<file path="config.mk">
export PLATFORM = sky130hd
export DESIGN_NAME = ptmt_walker
export DESIGN_NICKNAME = d
export VERILOG_FILES = /design/src/hdl/ptmt_pkg.sv /design/src/hdl/ptmt_walker.sv
export SDC_FILE = /design/constraint.sdc
export NUM_CORES = 1
export LEC_CHECK = 0
export BUFFER_PORTS_ARGS = -buffer_cell sky130_fd_sc_hd__buf_2
export CAP_MARGIN = 20
export CELL_PAD_IN_SITES_DETAIL_PLACEMENT = 1
export CELL_PAD_IN_SITES_GLOBAL_PLACEMENT = 1
export CORE_ASPECT_RATIO = 1.25
export CORE_MARGIN = 2
export CORE_UTILIZATION = 41
export DETAILED_ROUTE_END_ITERATION = 6
export MAX_ROUTING_LAYER = met4
export PLACE_DENSITY_LB_ADDON = 0.1
export SYNTH_ARGS = -nofsm -noshare
export SYNTH_HDL_FRONTEND = slang
export SYNTH_SLANG_ARGS = --single-unit
export TNS_END_PERCENT = 20
</file>
<file path="constraint.sdc">
create_clock -name clk -period 5.5 [get_ports clk]
set_clock_uncertainty 0.15 [all_clocks]
set_input_delay 0.55 -clock clk [delete_from_list [all_inputs] [get_ports clk]]
set_output_delay 0.55 -clock clk [all_outputs]
set_load 0.02 [all_outputs]
</file>
<file path="src/hdl/ptmt_pkg.sv">
// ----------------------------------------------------------------------------
// ptmt_pkg - shared types and constants for the page table map/translate block
// Request and status codes, page geometry and the walker command and status.
// ----------------------------------------------------------------------------
package ptmt_pkg;

  localparam int unsigned ADDR_W           = 32;
  localparam int unsigned PAGE_OFFSET_BITS = 12;
  localparam int unsigned VPN_W            = ADDR_W - PAGE_OFFSET_BITS;  // 20
  localparam int unsigned CNT_W            = VPN_W + 1;                  // holds 2^20
  localparam int unsigned FLAG_W           = 12;
  localparam int unsigned PCNT_W           = 11;
  localparam int unsigned STAT_W           = 2;

  // request codes
  localparam logic [2:0] REQ_INIT   = 3'd0;
  localparam logic [2:0] REQ_MAP    = 3'd1;
  localparam logic [2:0] REQ_MAP_TO = 3'd2;
  localparam logic [2:0] REQ_READ   = 3'd3;
  localparam logic [2:0] REQ_XLATE  = 3'd4;

  // status codes
  localparam logic [STAT_W-1:0] STAT_OK    = 2'd0;
  localparam logic [STAT_W-1:0] STAT_BAD   = 2'd1;
  localparam logic [STAT_W-1:0] STAT_RANGE = 2'd2;

  typedef struct packed {
    logic [VPN_W-1:0]  va_page;
    logic [VPN_W-1:0]  pa_page;
    logic [CNT_W-1:0]  count;
    logic [FLAG_W-1:0] flags;
  } walk_cmd_t;

  typedef struct packed {
    logic done;  // no pages left
    logic oob;   // current virtual page beyond the store
  } walk_stat_t;

endpackage

</file>
<file path="src/hdl/ptmt_walker.sv">
// ----------------------------------------------------------------------------
// ptmt_walker - page range walker
// Writes one entry per cycle while run is high, advancing virtual and physical pages together.
// ----------------------------------------------------------------------------
module ptmt_walker
  import ptmt_pkg::*;
#(
  parameter int unsigned VA_PAGE_BITS = 10
) (
  input  logic                    clk,
  input  logic                    rst_n,
  input  logic                    load,
  input  walk_cmd_t               cmd,
  input  logic                    run,
  output walk_stat_t              stat,
  output logic                    wr_en,
  output logic [VA_PAGE_BITS-1:0] wr_addr,
  output logic [ADDR_W-1:0]       wr_data
);

  localparam int unsigned Depth = 1 << VA_PAGE_BITS;

  logic [VPN_W-1:0]  va_r,  va_nxt;
  logic [VPN_W-1:0]  pa_r,  pa_nxt;
  logic [CNT_W-1:0]  cnt_r, cnt_nxt;
  logic [FLAG_W-1:0] flg_r, flg_nxt;

  always_comb begin
    stat.done = (cnt_r == '0);
    stat.oob  = ({1'b0, va_r} >= CNT_W'(Depth));
    wr_en     = run && !stat.done && !stat.oob;
    wr_addr   = va_r[VA_PAGE_BITS-1:0];
    wr_data   = {pa_r, flg_r};
  end

  always_comb begin
    va_nxt  = va_r;
    pa_nxt  = pa_r;
    cnt_nxt = cnt_r;
    flg_nxt = flg_r;
    if (load) begin
      va_nxt  = cmd.va_page;
      pa_nxt  = cmd.pa_page;
      cnt_nxt = cmd.count;
      flg_nxt = cmd.flags;
    end else if (wr_en) begin
      va_nxt  = va_r + 1'b1;
      pa_nxt  = pa_r + 1'b1;
      cnt_nxt = cnt_r - 1'b1;
    end
  end

  // reset loads the identity clearing pass
  always_ff @(posedge clk) begin
    if (!rst_n) begin
      va_r  <= '0;
      pa_r  <= '0;
      cnt_r <= CNT_W'(Depth);
      flg_r <= '0;
    end else begin
      va_r  <= va_nxt;
      pa_r  <= pa_nxt;
      cnt_r <= cnt_nxt;
      flg_r <= flg_nxt;
    end
  end

endmodule

</file>
==> results summary, run 1 <==
The post-CTS setup buffer count came out at 0. In the layout the commonest cells are buf_2 (121), dfxtp_1 (73), o21ai_0 (47). The final-report hold violation count is 0. Counting distinct cell types in the post-synthesis netlist gives 53. The number of clock sinks is 73. The power per standard cell area is between 200 and 300 nW/um^2. The number of buffers added on ports came out at 121. The number of cells on the worst reg-to-reg path is 8. The category of the worst setup path capture point is an output pin. The number of nets with antenna violations after routing came out at 0. By area the synthesized netlist is led by dfxtp_1 (36%), o21ai_0 (5.8%), mux2i_1 (5.5%), xor2_1 (5.2%), nor2b_1 (3.3%).

The number of global-route vias before repair came out at 3,983. The synthesis-stage register bit count came out at 73. In this run the critical register-to-register path is launched from cnt_r[0]$_SDFFE_PN0P_. The mapped netlist covers between 4000 and 5000 sq um. Summing internal, switching and leakage power gives 1490 uW. The final critical path takes up 64.5% of the cycle. The critical-path maximum fanout is 15.

The net count of the finished layout came out at 637. The combinational share of power is 16.3%. The total of warnings raised by yosys came out at 0. The leakage power of the design came out at slightly above 0.002 uW. The slew of the pin with the lowest slew margin is about 1.0 ns.

Setup repair after global routing left no endpoint under its margin. TritonCTS created 9 clock buffers. The starting density of the core is 42.1%.

The die is approximately 90 um wide. The area of the die came out at between 10,000 and 15,000 sq um. Summing all placed instances gives a cell area of 4600 sq um. The mean post-synth cell area came out at 8.73 sq um. The total negative slack is 0 ns.

The worst setup path is of the reg2out kind. The total setup violations reported at the end of the flow is 0. The worst register-to-register path ends at cnt_r[17]$_SDFFE_PN0P_. Among all flip-flop cells after synthesis, the most frequent one is dfxtp_1. STA classifies the critical path startpoint as a flip-flop.

The slack of the worst reg-to-reg path came out at 2.50 ns. The die extent in y is 115 um. The largest single stage delay on the critical path is 0.66 ns. The arrival time at the worst endpoint came out at 2.85 ns. dfxtp_1 takes more of the synthesized area than any other cell. The number of antenna violations at the first check in global routing is 0. The clock slew at the register clock pins of the worst setup and hold paths came out at 0.06 ns. The global-route wire length before repair is roughly 19,000 um.

The filler-free cell count of the finished design is around 690. The mean routed wirelength per cell came out at 17.0 um. The post-synthesis cell count is between 400 and 500. Internal power comes to 1070 uW. The worst IR drop on VDD is 176 uV. The total via count after detailed routing came out at 3,852.

From synthesis to final layout, the design area changed by 23.5%. In this run switching power makes up 27.8% of total power. The CTS tree is yes. The synthesized net count came out at 543. The run finished with clean final reports. The global-route usage over all layers came out at 23.1%. The clock network burns 43.0% of the power. The count of cells along the worst hold path came out at 3. The count of TritonRoute iterations in the first routing pass is 5. The critical path goes through nor3_1, nand4_1, buf_4, o21a_1, buf_2. The worst slew margin relative to its limit is 30.7%. The placeable core area came out at approximately 9600 sq um. The min-delay analysis places its worst path in the category in2reg.

Before CTS, the worst setup slack after placement is 2.07 ns. The worst min-delay path startpoint is cmd[31]. The number of top-level design ports came out at 122. Counting flops with an async set or reset pin after synthesis yields a share of 0%. The cell family contributing the most delay on the critical path is simple AND/OR/NAND/NOR gates. The count of max-cap constraint violations came out at 0.

The shortest period the worst path allows is between 3 and 4 ns. The remaining routing DRC violations came out at 0. The worst hold path terminates at cnt_r[19]$_SDFFE_PN0P_. The final antenna diode count came out at 0. Entering global routing, the biggest net connects 60 pins. The final routed wirelength across all metal layers came out at 11,700 um. The top-area cell type share of the netlist area is around 36%. The clock insertion delay at the later pin of the skew report is 0.34 ns. The clock passes through at most 2 buffers. The count of pins over their slew limit came out at 0. The worst path buffer plus inverter count is 2. The post-detailed-route via-to-cell ratio came out at between 5 and 6. In this run, post-CTS repair resized a total of 0 instances. Of the cells placed in the final design, the portion with a size suffix greater than 1 is ~28%. The iteration-0 DRC count of the detailed router came out at 122. Detailed placement finished with a half-perimeter wire length of 8160 um. The sequential share of power is between 40% and 50%. The root cell of the clock tree is clkbuf_16. The sequential-to-total area share from yosys stat came out at 36.3%. The global-route congestion overflow total is 0. The least setup slack across all paths after layout is 1.95 ns. At the end of routability-driven placement, the weighted congestion stood at 0.849. The switching power is 414 uW.

Yosys mapped a number of flops with a built-in enable equal to 0. The number of buffers inserted for hold repair after clock tree synthesis came out at 0. The number of cells in the design after placement is 668. The number of placement rows came out at 40. The most common library cell in the layout ignoring fill and taps is buf_2.

Derived from the worst setup path, the maximum achievable clock frequency is around 0.28 GHz. The clock tree synthesis step divided the H-tree into 3 levels. The cell type of the slowest stage on the worst timing path is nand4_1.

The required time reported for the critical path endpoint is 4.80 ns. The finished layout cell area came out at 4970 sq um.
[flip-flops by register name (all words and copies together) (netlist names)]
signal and flops:
flg_r 12, va_r 20, pa_r 20, cnt_r 21
[metrics by stage]
stage	hold WS, ns	utilization, %
4_1_cts	0.305	51.5
2_1_floorplan	0.314	-
3_3_place_gp	0.340	48.1
3_5_place_dp	0.351	48.1
5_1_grt	0.336	52.0
6_report	0.313	52.0
[final cells by class]
| class | count | area (sq um) |
|---|---|---|
| Multi-Input combinational cell | 335 | 2310 |
| Clock buffer | 10 | 239 |
| Sequential cell | 73 | 1460 |
| Timing Repair Buffer | 127 | 678 |
| Inverter | 9 | 33.8 |
| Fill cell | 1166 | 4590 |
| Tap cell | 126 | 158 |
| Clock inverter | 6 | 91.3 |
[how the worst max path moves through the flow]
stage | startpoint | to | slack, ns | depth (start not counted)
3_5_place_dp | cnt_r[0]$_SDFFE_PN0P_ | cnt_r[7]$_SDFFE_PN0P_ | 2.07 | 7
4_1_cts | cnt_r[0]$_SDFFE_PN0P_ | cnt_r[7]$_SDFFE_PN0P_ | 2.00 | 7
3_3_place_gp | cnt_r[0]$_SDFFE_PN0P_ | cnt_r[7]$_SDFFE_PN0P_ | 2.20 | 7
6_report | cnt_r[14]$_SDFFE_PN0P_ | wr_en | 1.95 | 5
5_1_grt | cnt_r[14]$_SDFFE_PN0P_ | wr_en | 1.83 | 5
2_1_floorplan | cnt_r[0]$_SDFFE_PN0P_ | cnt_r[7]$_SDFFE_PN0P_ | 3.28 | 8
[worst register-to-register path, stage by stage, from the launching register on]
cell	delay [ns]
dfxtp_1	0.32
inv_1	0.12
ha_1	0.15
nor4b_1	0.32
nand2_1	0.26
buf_16	0.24
o311ai_4	0.84
nor4_1	0.19
a211o_1	0.31
[cells in the mapped netlist (all sizes together) (5+ instances only)]
cell type and instances:
inv 8, dfxtp 73, nor2b 21, mux2i 22
nor2 12, nand2 17, o2111ai 10, nor3 11
a21oi 26, o21ai 48, nor4 8, xor2 24
and3 9, clkbuf 25, o211ai 16, nand2b 5
or3 10, nand4 9, xnor2 5, or4 14
ha 5, a31oi 15, o31ai 10, buf 19
nand3 10
[routing by layer]
layer	track usage (%)	routed length, um
met5	-	0
met3	4.06	493
met1	26.3	4970
met4	9.02	246
met2	40.4	5970
[cell families after synthesis]
group	after synthesis	synth area share [%]
adder cells (fa/ha/maj)	5	1.55
flip-flops	73	36.3
buffers and inverters	53	6.31
XOR/XNOR	29	6.31
AO/OA/AOI/OAI	141	22.6
multiplexers	22	5.47
AND/OR/NAND/NOR	138	21.4
[power groups by stage]
stage | registers, uW | logic [uW] | clock network [uW]
global route | 611 | 269 | 675
finish | 606 | 243 | 640
detailed placement | 617 | 236 | 0
CTS | 606 | 238 | 651
global placement | 614 | 230 | 0
floorplan | 626 | 147 | 0
Note: power is estimated with default switching activity, not from simulation.
==> run 2: changes to the inputs <==
- ABC_AREA: not set -> 1
- CORE_UTILIZATION: 41 -> 32
- clock period: 5.5 -> 3.2 ns (I/O delays scaled with it)
==> run 2 against run 1 <==
  * Sequential share of layout area down 2.5 points
  * Register-to-register slack worse by 1.7 ns
  * Non-clock buffer count unchanged
  * Power up 78%
  * Die area up 40%
  * Critical path type is now reg2reg
  * Critical endpoint is now va_r[7]$_SDFFE_PN0P_
==> results summary, run 2 <==
The flow ran to the end, and the final reports show no timing, DRC or antenna violations. The final period utilization is 74.4%. The cell internal power dissipation is 1800 uW (+67%). The critical-path maximum fanout is 32 (+17). The synthesis-stage register bit count came out at 73 (unchanged). Counting flops per register, the top entry is cnt_r. The summed instance area of the synthesized netlist is 4450 sq um (+11%). By count the netlist is led by nand2_1 (247), nor2_1 (113), dfxtp_1 (73).

The global-route congestion overflow total came to 0 (unchanged). The area added between synthesis and finish is 21.9%. The number of flip-flops in the largest register is 21 (unchanged). The width of the chip is 110 um (+18%).

The count of filler cells inserted in the layout came to 1,885 (+62%). The switching share of total power came to 32.1% (+4.3 points). The routability congestion estimate came out at 0.838 (-1.4%). The number of buffers added on ports came to 121 (unchanged). The starting density of the core is 32.5% (-9.6 points). nand2_1 is the most common cell in the netlist. The predominant post-synthesis flop cell is dfxtp_1.

The number of placement rows is 48 (+20%). The number of nets with antenna violations after routing is 0 (unchanged). The number of global-route vias before repair is 5,024 (+26%).

The worst IR drop on VDD is 225 uV (+28%). The switching power is 850 uW (+110%). The combinational share of power came out at 20.2% (+3.9 points). The post-CTS setup buffer count came out at 0 (unchanged).

The number of top-level design ports is 122 (unchanged). The clock insertion delay at the later pin of the skew report is 0.34 ns (about the same). The shortest period the worst path allows is 2.38 ns.

The net count of the finished layout came to 911 (+43%). The number of H-tree levels came out at 3 (unchanged). The total via count after detailed routing is 4,914 (+28%). The largest net degree at the start of global routing came to 92 (+53%).

The number of flops mapped to enable cells by yosys came to 0 (unchanged). The count of TritonRoute iterations in the first routing pass is 5 (unchanged). The required time reported for the critical path endpoint came out at 3.32 ns (-1.48 ns).

The number of buffers inserted for hold repair after clock tree synthesis is 0 (unchanged). The arrival time at the worst endpoint came out at 2.50 ns (-0.35 ns). The final antenna diode count came out at 0 (unchanged). dfxtp_1 takes more of the synthesized area than any other cell. The clock network power share was 40.5% (-2.5 points). The count of pins over their slew limit came out at 0 (unchanged). The mean routed wirelength per cell came out at 14.5 um (-15%). The clock slew at the register clock pins of the worst setup and hold paths is 0.07 ns (about the same). The worst-case setup slack after placement is 0.831 ns (-1.24 ns). The slew of the pin with the lowest slew margin came to 0.887 ns (-0.150 ns). The total of warnings raised by yosys came out at 0 (unchanged). The area of the die is 14,900 sq um (+40%).

The count of max-cap constraint violations was 0 (unchanged). The tightest min-delay check is of the in2reg type. The number of buffers created by CTS was 9 (unchanged). The root cell of the clock tree is clkbuf_16. By area the synthesized netlist is led by dfxtp_1 (33%), nand2_1 (21%), nor2_1 (9.5%), nand3_1 (6.5%), a21oi_1 (4.7%).

The number of buffers on the longest clock path came out at 2 (unchanged). The die extent in y came out at 136 um (+18%). The half-perimeter wire length after detailed placement came out at 10,400 um (+28%).

The sequential share of power is 39.3% (-1.4 points). The number of antenna violations at the first check in global routing is 0 (unchanged). The proportion of layout cells with a drive suffix above 1 came out at 19.7% (-8.0 points). Leaving out fill and tap cells, the most frequent cell in the layout is nand2_1.

The post-synthesis cell count came out at 733 (+59%). The total negative slack came out at 0 ns (unchanged). The post-cts repair resize count is 0 (unchanged). Setup repair after global routing left no endpoint under its margin. The timing-limited maximum frequency is approximately 0.42 GHz. TritonCTS built the clock tree. The post-synthesis cell type count is 26 (-51%). The mean post-synth cell area came out at 6.08 sq um (-30%).

The post-detailed-route via-to-cell ratio is 4.87 (-13%). The worst setup path is captured at a flip-flop. The fraction of registers with async set or reset after synthesis was 0% (unchanged). The total setup violations reported at the end of the flow is 0 (unchanged). The core occupancy in the finished layout is 39.6% (-12 points).

The worst setup path is of the reg2reg kind. The power per standard cell area is 488 nW/um^2 (+63%). The top-area cell type share of the netlist area came to 32.8% (-3.5 points). The number of clock sinks came out at 73 (unchanged). The synthesized net count is 815 (+50%). The least setup slack across all paths after layout is 0.819 ns (-1.13 ns).

The sequential-to-total area share from yosys stat came out at 32.8% (-3.5 points). The iteration-0 DRC count of the detailed router was 153 (+25%). The final routed wirelength across all metal layers is 14,600 um (+25%).

The final-report hold violation count came out at 0 (unchanged). The global-route usage over all layers came to 20.7% (-2.4 points). The placeable core area is 13,700 sq um (+43%). The remaining routing DRC violations is 0 (unchanged).

Leaving out fill and tap cells, the most frequent cells in the layout are nand2_1 (247), buf_2 (121), nor2_1 (113). The worst slew margin relative to its limit came to 40.9% (+10 points). In the final layout, the registers with the most flip-flops are cnt_r (21), pa_r (20), va_r (20).

The leakage power of the design is 0.00257 uW (+28%). The global-route wire length before repair came to 23,800 um (+26%). The worst setup path is launched from a flip-flop.
==> run 2: cell count changes after synthesis, sizes merged, moves of 22 or more <==
cell / previous run / this run
a21oi: 26 / 49
nand3: 10 / 59
mux2i: 22 / 0
inv: 8 / 54
nor2: 12 / 116
nand2: 17 / 255
==> run 2: cells by family (layout without fill, tap and decap cells) <==
group                    after synthesis  in the layout  share of synthesized area, %
XOR/XNOR                              22             22                          4.33
AND/OR/NAND/NOR                      444            444                          40.4
adder cells (fa/ha/maj)                5              5                          1.40
AO/OA/AOI/OAI                         93             93                          11.3
buffers and inverters                 96            197                          9.75
flip-flops                            73             73                          32.8
==> run 2: power groups by stage <==
| stage | Combinational (uW) | Sequential, uW | Clock [uW] |
|---|---|---|---|
| global placement | 524 | 1060 | 0 |
| detailed placement | 539 | 1060 | 0 |
| finish | 535 | 1040 | 1070 |
| floorplan | 346 | 1070 | 0 |
| global route | 609 | 1050 | 1130 |
| CTS | 543 | 1040 | 1100 |
==> run 2: through the flow <==
stage | total power (uW) | hold WS (ns) | instance area, sq um | instances
after CTS | 2680 | 0.0424 | 5430 | 1009
after detailed placement | 1600 | 0.308 | 5120 | 993
after global placement | 1580 | 0.302 | 5120 | 993
after global routing | 2790 | 0.0556 | 5430 | 1009
after floorplan | 1420 | 0.289 | 4450 | 733
final | 2650 | 0.0473 | 5430 | 1009
==> run 2: routing by layer <==
| layer | GRT usage [%] | vias up | part of all wire [%] |
|---|---|---|---|
| met3 | 2.30 | 20 | 4.1 |
| met1 | 24.7 | 2299 | 44 |
| met2 | 35.7 | 106 | 50 |
| met4 | 7.52 | 0 | 1.9 |
| li1 | - | 2489 | - |
| met5 | - | - | 0 |
==> run 2: layout make-up <==
| cell class | count | area [sq um] | area share [%] |
|---|---|---|---|
| clock inverter | 6 | 72.6 | 1.34 |
| tap | 175 | 219 | 4.03 |
| clock buffer | 10 | 239 | 4.40 |
| inverter | 54 | 203 | 3.73 |
| timing repair buffer | 127 | 676 | 12.4 |
| sequential | 73 | 1460 | 26.9 |
| multi-input combinational | 564 | 2560 | 47.1 |
==> run 2: path summary, 6_finish.rpt <==
kind | from | end | slack (ns) | cells past startpoint
worst max-delay path | cnt_r[0]$_SDFFE_PN0P_ | va_r[7]$_SDFFE_PN0P_ | 0.82 | 13
worst max register to register | cnt_r[0]$_SDFFE_PN0P_ | va_r[7]$_SDFFE_PN0P_ | 0.82 | 13
worst min-delay path | cmd[3] | flg_r[3]$_SDFFE_PN0P_ | 0.05 | 3
worst min register to register | va_r[14]$_SDFFE_PN0P_ | va_r[14]$_SDFFE_PN0P_ | 0.32 | 2
==> run 2: worst max-delay path, stage by stage (launching register included) <==
cell,delay [ns]
dfxtp_1,0.33
inv_1,0.11
ha_1,0.18
inv_1,0.04
nor2_1,0.08
nand2_1,0.05
nor2_1,0.11
nand3_2,0.09
nand2_2,0.28
nand2_2,0.10
inv_2,0.29
buf_12,0.26
nand2_1,0.07
a21oi_1,0.15
==> run 3: changes to the inputs <==
- clock period: 3.2 -> 1.9 ns (I/O delays scaled with it)
==> run 3 against run 2 <==
  * The run now ends with negative setup slack left
  * Power grew 82%
  * Worst hold slack lost 0.043 ns
  * Register-to-register slack lost 0.88 ns
  * Design area grew 16%
  * Via count grew 5.3%
  * Sequential power grew 67%
  * Count of clock-buffer cells in the layout is the same
  * Routed wire length grew 8.1%
  * Critical path type is now reg2out
  * Critical endpoint is now wr_en
==> results summary, run 3 (same netlist as run 2, synthesis figures left out) <==
The run finished, with violations left. The checks that failed: negative setup slack. The number of buffers added on ports came out at 121 (unchanged). The width of the chip is 110 um (unchanged). The number of nets with antenna violations after routing came to 0 (unchanged).

The worst slew margin relative to its limit is 73.3% (+32 points). By startpoint and endpoint, the worst setup path is classified as reg2out. The count of pins over their slew limit came out at 0 (unchanged).

The number of buffers on the longest clock path came to 2 (unchanged). The least setup slack across all paths after layout came out at -0.0952 ns (-0.914 ns). The count of max-cap constraint violations came out at 0 (unchanged). The die extent in y is 136 um (unchanged).

The number of cells in the design after placement came out at 1,027 (+3.4%). The starting density of the core was 32.5% (unchanged). The largest registers in the layout are cnt_r (21), pa_r (20), va_r (20). The leakage power of the design is 0.00297 uW (+15%). The most used cell along the critical path is inv_2. The number of placement rows is 48 (unchanged). The most common library cell in the layout ignoring fill and taps is nand2_1. The worst-case setup slack after placement came out at -0.0355 ns (-0.867 ns). The number of top-level design ports came out at 122 (unchanged). The global-route track usage on met2 came out at 38.4% (+2.7 points).

STA classifies the critical path startpoint as a flip-flop. The worst IR drop on VDD came out at 469 uV (+110%). The core occupancy in the finished layout is 45.9% (+6.3 points). TritonCTS built the clock tree. The global-route usage over all layers came out at 21.6% (+0.84 points). The proportion of layout cells with a drive suffix above 1 is 26.5% (+6.8 points). The final routed wirelength across all metal layers came out at 15,800 um (+8.1%).

The busiest layer in global routing is met2. The mean routed wirelength per cell came out at 14.6 um (+1.2%). The count of TritonRoute iterations in the first routing pass is 4 (-1). The number of global-route vias before repair came to 5,272 (+4.9%).

The finished layout cell area was 6280 sq um (+16%). The critical path's largest stage delay came out at 0.32 ns (about the same). The root cell of the clock tree is clkbuf_16. The final antenna diode count is 0 (unchanged). The instance area at placement came to 5420 sq um (+6.0%).

In the layout the commonest cells are nand2_1 (247), buf_2 (119), nor2_1 (104). The final period utilization came out at 105%. The half-perimeter wire length after detailed placement came out at 10,900 um (+4.7%). The arrival time at the worst endpoint came out at 1.66 ns (-0.84 ns). cnt_r holds more flip-flops than any other register. The placeable core area is 13,700 sq um (unchanged). For this design, the slowest cell found on the critical path is dfxtp_2. The routability congestion estimate is 0.839 (+0.19%). The remaining routing DRC violations came out at 0 (unchanged). The area added between synthesis and finish came out at 41.1%.

The timing-limited maximum frequency is 0.501 GHz. The slew of the pin with the lowest slew margin came to 0.399 ns (-0.488 ns). The final-report hold violation count is 0 (unchanged). The number of clock sinks came out at 73 (unchanged). The iteration-0 DRC count of the detailed router came out at 212 (+39%). The global-route wire length before repair was 24,800 um (+4.1%).

The total via count after detailed routing came out at 5,175 (+5.3%). The number of buffers created by CTS came to 9 (unchanged). The shortest period the worst path allows is 2.00 ns. The largest net degree at the start of global routing is 92 (unchanged). The clock insertion delay at the later pin of the skew report is 0.35 ns (about the same). Walking the worst path, the cells encountered are inv_2, ha_4, inv_2, nor2_2, nand2_1, nor2_1, nand3_2, nand2_4, buf_8, inv_2, buf_6. The number of antenna violations at the first check in global routing came out at 0 (unchanged).

The required time reported for the critical path endpoint was 1.56 ns (-1.76 ns). The filler-free cell count of the finished design is 1,078 (+6.8%). The area of the die came out at 14,900 sq um (unchanged). Setup repair after global routing could not meet its margin everywhere. The path class of the tightest hold or removal check is in2reg.

The total setup violations reported at the end of the flow came out at 38 (+38). The power per standard cell area is 765 nW/um^2 (+57%). The clock slew at the register clock pins of the worst setup and hold paths came to 0.06 ns (about the same). The critical-path maximum fanout was 2 (-94%). The global routing met1 resource utilization came to 25.0% (+0.26 points).

The count of filler cells inserted in the layout is 1,855 (-1.6%). The number of H-tree levels is 3 (unchanged). The met3 track demand over resource was 3.02% (+0.72 points).

The post-detailed-route via-to-cell ratio came out at 4.80 (-1.4%). The global-route congestion overflow total is 0 (unchanged). The net count of the finished layout came out at 980 (+7.6%). The worst setup path is captured at an output pin. The number of flip-flops in the largest register came to 21 (unchanged).
==> run 3: cell count changes in the layout (fill, tap and decap cells not counted), sizes merged <==
| cell | before | now |
|---|---|---|
| clkinvlp | 1 | 0 |
| dlygate4sd3 | 0 | 23 |
| bufinv | 1 | 2 |
| clkinv | 1 | 4 |
| clkbuf | 10 | 13 |
| buf | 127 | 170 |
| inv | 57 | 54 |
==> run 3: worst max-delay path, delay by kind of cell (launching register included) <==
kind | cells | cell delay, ns
AND/OR/NAND/NOR | 5 | 0.48
buffers and inverters | 5 | 0.37
flip-flops | 1 | 0.32
adder cells (fa/ha/maj) | 1 | 0.14
==> run 3: final cells by class <==
type	count	area (sq um)	share of cell area (%)
clock buffers	10	229	3.64
inverters	54	215	3.42
multi-input cells	564	2680	42.6
clock inverters	6	91.3	1.45
repair buffers	196	1390	22.1
flip-flops and latches	73	1470	23.3
well taps	175	219	3.48
==> run 3: path summary, 6_finish.rpt <==
check / start / to / slack (ns) / cells after the start
hold / removal: cmd[26] / cnt_r[14]$_SDFFE_PN0P_ / 0.005 / 5
hold reg to reg: va_r[14]$_SDFFE_PN0P_ / va_r[14]$_SDFFE_PN0P_ / 0.32 / 2
setup reg to reg: cnt_r[0]$_SDFFE_PN0P_ / va_r[18]$_SDFFE_PN0P_ / -0.06 / 14
setup / recovery: cnt_r[0]$_SDFFE_PN0P_ / wr_en / -0.1 / 11
==> run 3: metrics by stage <==
| step | hold WS, ns | power, uW | TNS (ns) |
|---|---|---|---|
| after floorplan | 0.175 | 2390 | 0 |
| after global placement | 0.262 | 2770 | -0.125 |
| after detailed placement | 0.273 | 2800 | -0.0685 |
| after CTS | 0.00108 | 4780 | -0.0894 |
| after global routing | 0.0190 | 5050 | -8.80 |
| final | 0.00471 | 4810 | -0.921 |
==> run 3: report_power, final <==
part           internal [uW]  switching (uW)
registers               1640            99.4
logic                    515             679
clock network           1160             719
==> run 3: layer usage <==
layer | share of wire, % | vias to the layer above | wire [um]
met5 | 0 | - | 0
met4 | 1.5 | 0 | 239
met3 | 2.8 | 19 | 446
met2 | 52 | 86 | 8140
met1 | 44 | 2445 | 6960
li1 | - | 2625 | -
==> run 3: repair_timing <==
item                       CTS  global route
pin swaps                    4             5
hold endpoints to repair    23             0
gates cloned                 0             4
hold buffers                23             0
setup buffers                6             2
setup endpoints to repair    7            62
resized for setup           20            31
